File: config.mk
export PLATFORM = sky130hd
export DESIGN_NAME = mrer_elim
export DESIGN_NICKNAME = d
export VERILOG_FILES = /design/src/rtl/mrer_pkg.sv /design/src/rtl/mrer_div.sv /design/src/rtl/mrer_elim.sv
export SDC_FILE = /design/constraint.sdc
export NUM_CORES = 2
export LEC_CHECK = 0
export BUFFER_PORTS_ARGS = -buffer_cell sky130_fd_sc_hd__buf_2
export CELL_PAD_IN_SITES_DETAIL_PLACEMENT = 0
export CELL_PAD_IN_SITES_GLOBAL_PLACEMENT = 1
export CORE_MARGIN = 2
export CORE_UTILIZATION = 52
export DETAILED_ROUTE_END_ITERATION = 7
export PLACE_DENSITY_LB_ADDON = 0.1
export SKIP_LAST_GASP = 1
export SLEW_MARGIN = 20
export SYNTH_ARGS = -nofsm -noshare
export SYNTH_HDL_FRONTEND = slang
export SYNTH_SLANG_ARGS = --single-unit
File: constraint.sdc
create_clock -name clk -period 10.81 [get_ports clk]
set_input_delay 2.162 -clock clk [delete_from_list [all_inputs] [get_ports clk]]
set_output_delay 2.162 -clock clk [all_outputs]
set_load 0.05 [all_outputs]
File: src/rtl/mrer_pkg.sv
// ----------------------------------------------------------------------------
// mrer_pkg: shared types and constants for the row echelon reduction block
// Matrix geometry, configuration register indexes and the request/response
// bundles that pass between the sequencer and the elimination unit.
// ----------------------------------------------------------------------------
`timescale 1ns / 1ps

package mrer_pkg;

  localparam int MAX_ROWS = 8;
  localparam int MAX_COLS = 8;
  localparam int IDX_W    = 3;            // row or column index
  localparam int CNT_W    = 4;            // loop counter, can hold the bound
  localparam int ADDR_W   = 6;            // store address {row, col}
  localparam int DEPTH    = MAX_ROWS * MAX_COLS;
  localparam int DIV_STEPS = 64;          // quotient bits of the divider

  // Configuration register indexes.
  localparam logic [1:0] REG_ROWS      = 2'd0;
  localparam logic [1:0] REG_COLS      = 2'd1;
  localparam logic [1:0] REG_THRESHOLD = 2'd2;

  typedef struct packed {
    logic               start;
    logic signed [31:0] a;        // pivot value of the reference row
    logic signed [31:0] big_a;    // pivot value of the row being reduced
    logic signed [31:0] ml;       // reference row entry
    logic signed [31:0] mr;       // entry being reduced
  } elim_req_t;

  typedef struct packed {
    logic               busy;
    logic               done;
    logic signed [31:0] value;    // saturated mr - big_a*ml/a
  } elim_rsp_t;

endpackage

File: src/rtl/mrer_div.sv
// ----------------------------------------------------------------------------
// mrer_div: unsigned restoring divider, 64-bit dividend by 32-bit divisor
// Produces one quotient bit per cycle; done pulses with the quotient ready.
// ----------------------------------------------------------------------------
`timescale 1ns / 1ps

module mrer_div (
  input  logic        clk,
  input  logic        rst,
  input  logic        start,
  input  logic [63:0] dividend,
  input  logic [31:0] divisor,
  output logic        done,
  output logic [63:0] quotient
);

  logic        busy;
  logic [6:0]  cnt;
  logic [63:0] dvd;
  logic [31:0] dvs;
  logic [31:0] rem;
  logic [32:0] rem_sh;
  logic        ge;

  assign rem_sh = {rem, dvd[63]};
  assign ge     = rem_sh >= {1'b0, dvs};

  always_ff @(posedge clk) begin
    if (rst) begin
      busy <= 1'b0;
      done <= 1'b0;
      cnt  <= '0;
    end else begin
      done <= busy && (cnt == 7'd1);
      if (start) begin
        busy <= 1'b1;
        cnt  <= 7'(mrer_pkg::DIV_STEPS);
      end else if (busy) begin
        cnt <= cnt - 7'd1;
        if (cnt == 7'd1) begin
          busy <= 1'b0;
        end
      end
    end
  end

  always_ff @(posedge clk) begin
    if (start) begin
      dvd      <= dividend;
      dvs      <= divisor;
      rem      <= '0;
      quotient <= '0;
    end else if (busy) begin
      dvd      <= {dvd[62:0], 1'b0};
      rem      <= ge ? 32'(rem_sh - {1'b0, dvs}) : rem_sh[31:0];
      quotient <= {quotient[62:0], ge};
    end
  end

endmodule

File: src/rtl/mrer_elim.sv
// ----------------------------------------------------------------------------
// mrer_elim: shared elimination arithmetic
// Computes sat32(mr - trunc(big_a * ml / a)) with a registered multiply and
// the bit-serial divider.
// ----------------------------------------------------------------------------
`timescale 1ns / 1ps

module mrer_elim (
  input  logic                clk,
  input  logic                rst,
  input  mrer_pkg::elim_req_t req,
  output mrer_pkg::elim_rsp_t rsp
);

  typedef enum logic [3:0] {
    E_IDLE = 4'b0001,
    E_MUL  = 4'b0010,
    E_DIV  = 4'b0100,
    E_FIN  = 4'b1000
  } estate_t;

  estate_t            state;
  logic signed [63:0] prod;
  logic signed [31:0] a_r;
  logic signed [31:0] mr_r;
  logic               neg;
  logic [63:0]        prod_mag;
  logic [31:0]        a_mag;
  logic               div_done;
  logic [63:0]        quot;
  logic signed [64:0] q_s;
  logic signed [65:0] diff;
  logic signed [31:0] sat;
  logic               done_r;
  logic signed [31:0] value_r;

  assign prod_mag = prod[63] ? 64'(-prod) : 64'(prod);
  assign a_mag    = a_r[31] ? 32'(-a_r) : 32'(a_r);

  mrer_div u_div (
    .clk      (clk),
    .rst      (rst),
    .start    (state == E_MUL),
    .dividend (prod_mag),
    .divisor  (a_mag),
    .done     (div_done),
    .quotient (quot)
  );

  always_comb begin
    q_s  = neg ? -$signed({1'b0, quot}) : $signed({1'b0, quot});
    diff = 66'(mr_r) - 66'(q_s);
    if (diff > 66'sd2147483647) begin
      sat = 32'sh7fffffff;
    end else if (diff < -66'sd2147483648) begin
      sat = 32'sh80000000;
    end else begin
      sat = diff[31:0];
    end
  end

  always_ff @(posedge clk) begin
    if (rst) begin
      state  <= E_IDLE;
      done_r <= 1'b0;
    end else begin
      done_r <= 1'b0;
      unique case (state)
        E_IDLE: if (req.start) state <= E_MUL;
        E_MUL:  state <= E_DIV;
        E_DIV:  if (div_done) state <= E_FIN;
        E_FIN: begin
          done_r <= 1'b1;
          state  <= E_IDLE;
        end
        default: state <= E_IDLE;
      endcase
    end
  end

  always_ff @(posedge clk) begin
    if (state == E_IDLE && req.start) begin
      prod <= 64'(req.big_a) * 64'(req.ml);
      a_r  <= req.a;
      mr_r <= req.mr;
      neg  <= req.big_a[31] ^ req.ml[31] ^ req.a[31];
    end
    if (state == E_FIN) begin
      value_r <= sat;
    end
  end

  assign rsp = '{busy: (state != E_IDLE), done: done_r, value: value_r};

endmodule

==> run metrics <==
global-route wire length before repair 249,000 um; maximum fanout along the worst path 14; Slew @ Worst Pin ~990 ps; initial core utilization between 50% and 60%; Post-synth EDFFs around 260; clock sinks between 300 and 400; R2R setup slack ~3000 ps; die area between 100,000 and 150,000 um^2; Setup Viol. Count Final 0; Worst-path clk slew 70 ps; Final Util between 50% and 60%; Main synth FF type edfxtp_1; Slew headroom roughly 32%; R2R Path Start u_div.quotient[6]$_SDFFE_PP0P_; dpl hpwl 126,000 um; CP arrival 10,560 ps; grt total ovfl 0; Critical Path End Type register; Worst Path Required ~11,000 ps; Hold Buf Count CTS 0; fillcell total slightly above 10k; #FFs+latches synth approximately 370; latest clock arrival within the worst-skew pair between 500 and 600 ps; Post-synth ARST share 0%; CTS root buffer clkbuf_16; Post-route DRC 0; maximum number of pins on one net before global-route repair between 90 and 100; Synth cell types 79; status finished, final reports clean; via count about 42k; Die H 339 um; sequential area share after synthesis ~17%; synth warn 0; row count 123; Clock Path Buffers 3; final setup skew around 23 ps; crit path capture prod[62]$_DFFE_PP_; Syn Std Cell Area 58,500 um^2; I/O pin cnt ~170; slowest stage delay, CP between 600 and 700 ps; fmax between 0.09 and 0.1 GHz; TritonCTS Buffers 37; layout cell share with drive strength beyond 1 about 6.6%; startpoint types primary input; syn_area_per_cell 9.36 um^2; initial antenna violation count 2; R2R Path End value_r[7]$_SDFFCE_PN1P_; Post-Layout Cell Count 7,822; worst hold path type register to register; fin crit period roughly 10,000 ps; GRT Total Usage 27.2%; DRT Pass-1 Iters 6; CTS resizes 0; vias in the first global route 44.5k; Chip Width approximately 340 um; DR WL/cell approximately 20 um; via/cell ratio ~5.4; slowest library cell on the worst path a311oi_1; # Post-CTS Setup Buffers 0; Synth-to-Final Area Change 6.90%; CP Class primary input to register; syn nets slightly below 8k; Buffers on Ports about 160; RSZ-0062 raised after global routing false; Post-Place Cells just under 8k; period utilisation layout about 95%; most used cell, CP fa_1; H-tree Lvls 2; Hold Vio Cnt, Final 0; CTS tree done; initial DRC count 2,686; n_diodes 0; cell count after synthesis about 6.2k; reg2reg path depth 23; RePlAce Congestion 0.917; fin nets between 7k and 8k; core area ~110,000 um^2; max-slew violations 0; total of max-cap violations 0; Worst Setup SP req[36]; Final ANT Viol Nets 0; final WL 153,000 um
==> Yosys cell counts, types with 38 or more instances <==
| cell type | n | area (um^2) |
|---|---|---|
| xnor2_1 | 142 | 1240 |
| dfxtp_1 | 110 | 2200 |
| inv_1 | 1173 | 4400 |
| or3_1 | 55 | 344 |
| edfxtp_1 | 257 | 7720 |
| ha_1 | 287 | 3590 |
| fa_1 | 1084 | 21700 |
| nor3_1 | 46 | 230 |
| xor2_1 | 155 | 1360 |
| and2_1 | 527 | 3300 |
| clkbuf_1 | 301 | 1130 |
| o21ai_0 | 230 | 1150 |
| a21o_1 | 74 | 556 |
| a21oi_1 | 180 | 901 |
| nand2_1 | 734 | 2760 |
| nand4_1 | 38 | 238 |
| mux2i_1 | 82 | 821 |
| nor2_1 | 210 | 788 |
| nand3_1 | 49 | 245 |
| o22ai_1 | 38 | 238 |
| o31ai_1 | 53 | 398 |
==> logic make-up (layout without fill, tap and decap cells) <==
logic type      after synthesis  after routing  share of synthesized area, %
simple gates               1837           1837                          15.7
buf+inv                    1482           1555                          9.51
fa+ha+maj                  1371           1371                          43.2
compound gates              812            812                          8.76
flops                       367            367                          17.0
xor+xnor                    297            297                          4.45
mux                          83             83                          1.42
==> stage by stage <==
step	TNS [ps]	setup slack (ps)	area, um^2	hold slack (ps)
2_1_floorplan	0	939	58500	425
3_3_place_gp	-57.1	-57.1	61300	433
3_5_place_dp	-50.0	-50.0	61300	441
4_1_cts	0	511	62500	455
5_1_grt	0	137	62500	483
6_report	0	543	62500	453
==> placed cells by master (no fill, tap or decap), types with 7 or more instances in the layout <==
cell type / instances
buf_4: 145
buf_2: 164
o21ai_0: 230
inv_1: 1172
o21a_1: 31
and2_1: 527
o211ai_1: 16
nor2_1: 209
or4_1: 28
and4_1: 18
o41ai_1: 17
nor2b_1: 18
fa_1: 1084
clkbuf_16: 41
and3_1: 17
nand4_1: 38
a211oi_1: 35
a21boi_0: 11
nand3_1: 49
o2111ai_1: 7
a21oi_1: 179
nand2_1: 733
edfxtp_1: 257
nor4_1: 24
ha_1: 287
nand2b_1: 32
a21o_1: 74
nor3_1: 46
or3_1: 54
mux2i_1: 82
o31ai_1: 53
or2_2: 13
o21bai_1: 31
xor2_1: 155
a31oi_1: 24
xnor2_1: 142
o22ai_1: 38
dfxtp_1: 109
==> metal layers <==
layer	GRT usage, %	part of all wire [%]
met3	4.60	7.4
met1	40.0	46
met5	0	0.013
met2	42.5	44
met4	5.90	2.2
==> layout make-up <==
class	instances	area [um^2]	share of cell area [%]
Multi-Input combinational cell	4400	43100	68.9
Inverter	1174	4410	7.05
Clock buffer	49	1100	1.75
Sequential cell	367	9920	15.9
Clock inverter	19	185	0.296
Tap cell	1500	1880	3.00
Timing Repair Buffer	313	1990	3.18
==> worst min path at each step <==
stage                     startpoint                    end  slack (ps)  cells past startpoint
2_1_floorplan  u_div.done$_SDFF_PP0_  state[3]$_SDFFE_PP0P_         430                      2
4_1_cts        u_div.done$_SDFF_PP0_  state[3]$_SDFFE_PP0P_         460                      2
6_report       u_div.done$_SDFF_PP0_  state[3]$_SDFFE_PP0P_         450                      2
5_1_grt        u_div.done$_SDFF_PP0_  state[3]$_SDFFE_PP0P_         480                      2
3_5_place_dp   u_div.done$_SDFF_PP0_  state[3]$_SDFFE_PP0P_         440                      2
3_3_place_gp   u_div.done$_SDFF_PP0_  state[3]$_SDFFE_PP0P_         430                      2
==> sequential cells by signal (all words and copies together), names as in the netlist, 32 cells and up <==
name / cells
prod: 64
u_div.dvd: 64
u_div.quotient: 64
a_r: 32
mr_r: 32
u_div.dvs: 32
u_div.rem: 32
value_r: 32
==> critical path, delay by kind of cell <==
family	cells	cell delay [ps]
compound gates	8	2010
xor+xnor	1	80
fa+ha+maj	9	4320
buf+inv	8	1170
simple gates	4	800
Power is not shown: default switching activity piles up to over one toggle a cycle in this logic, so the estimate is an artifact.
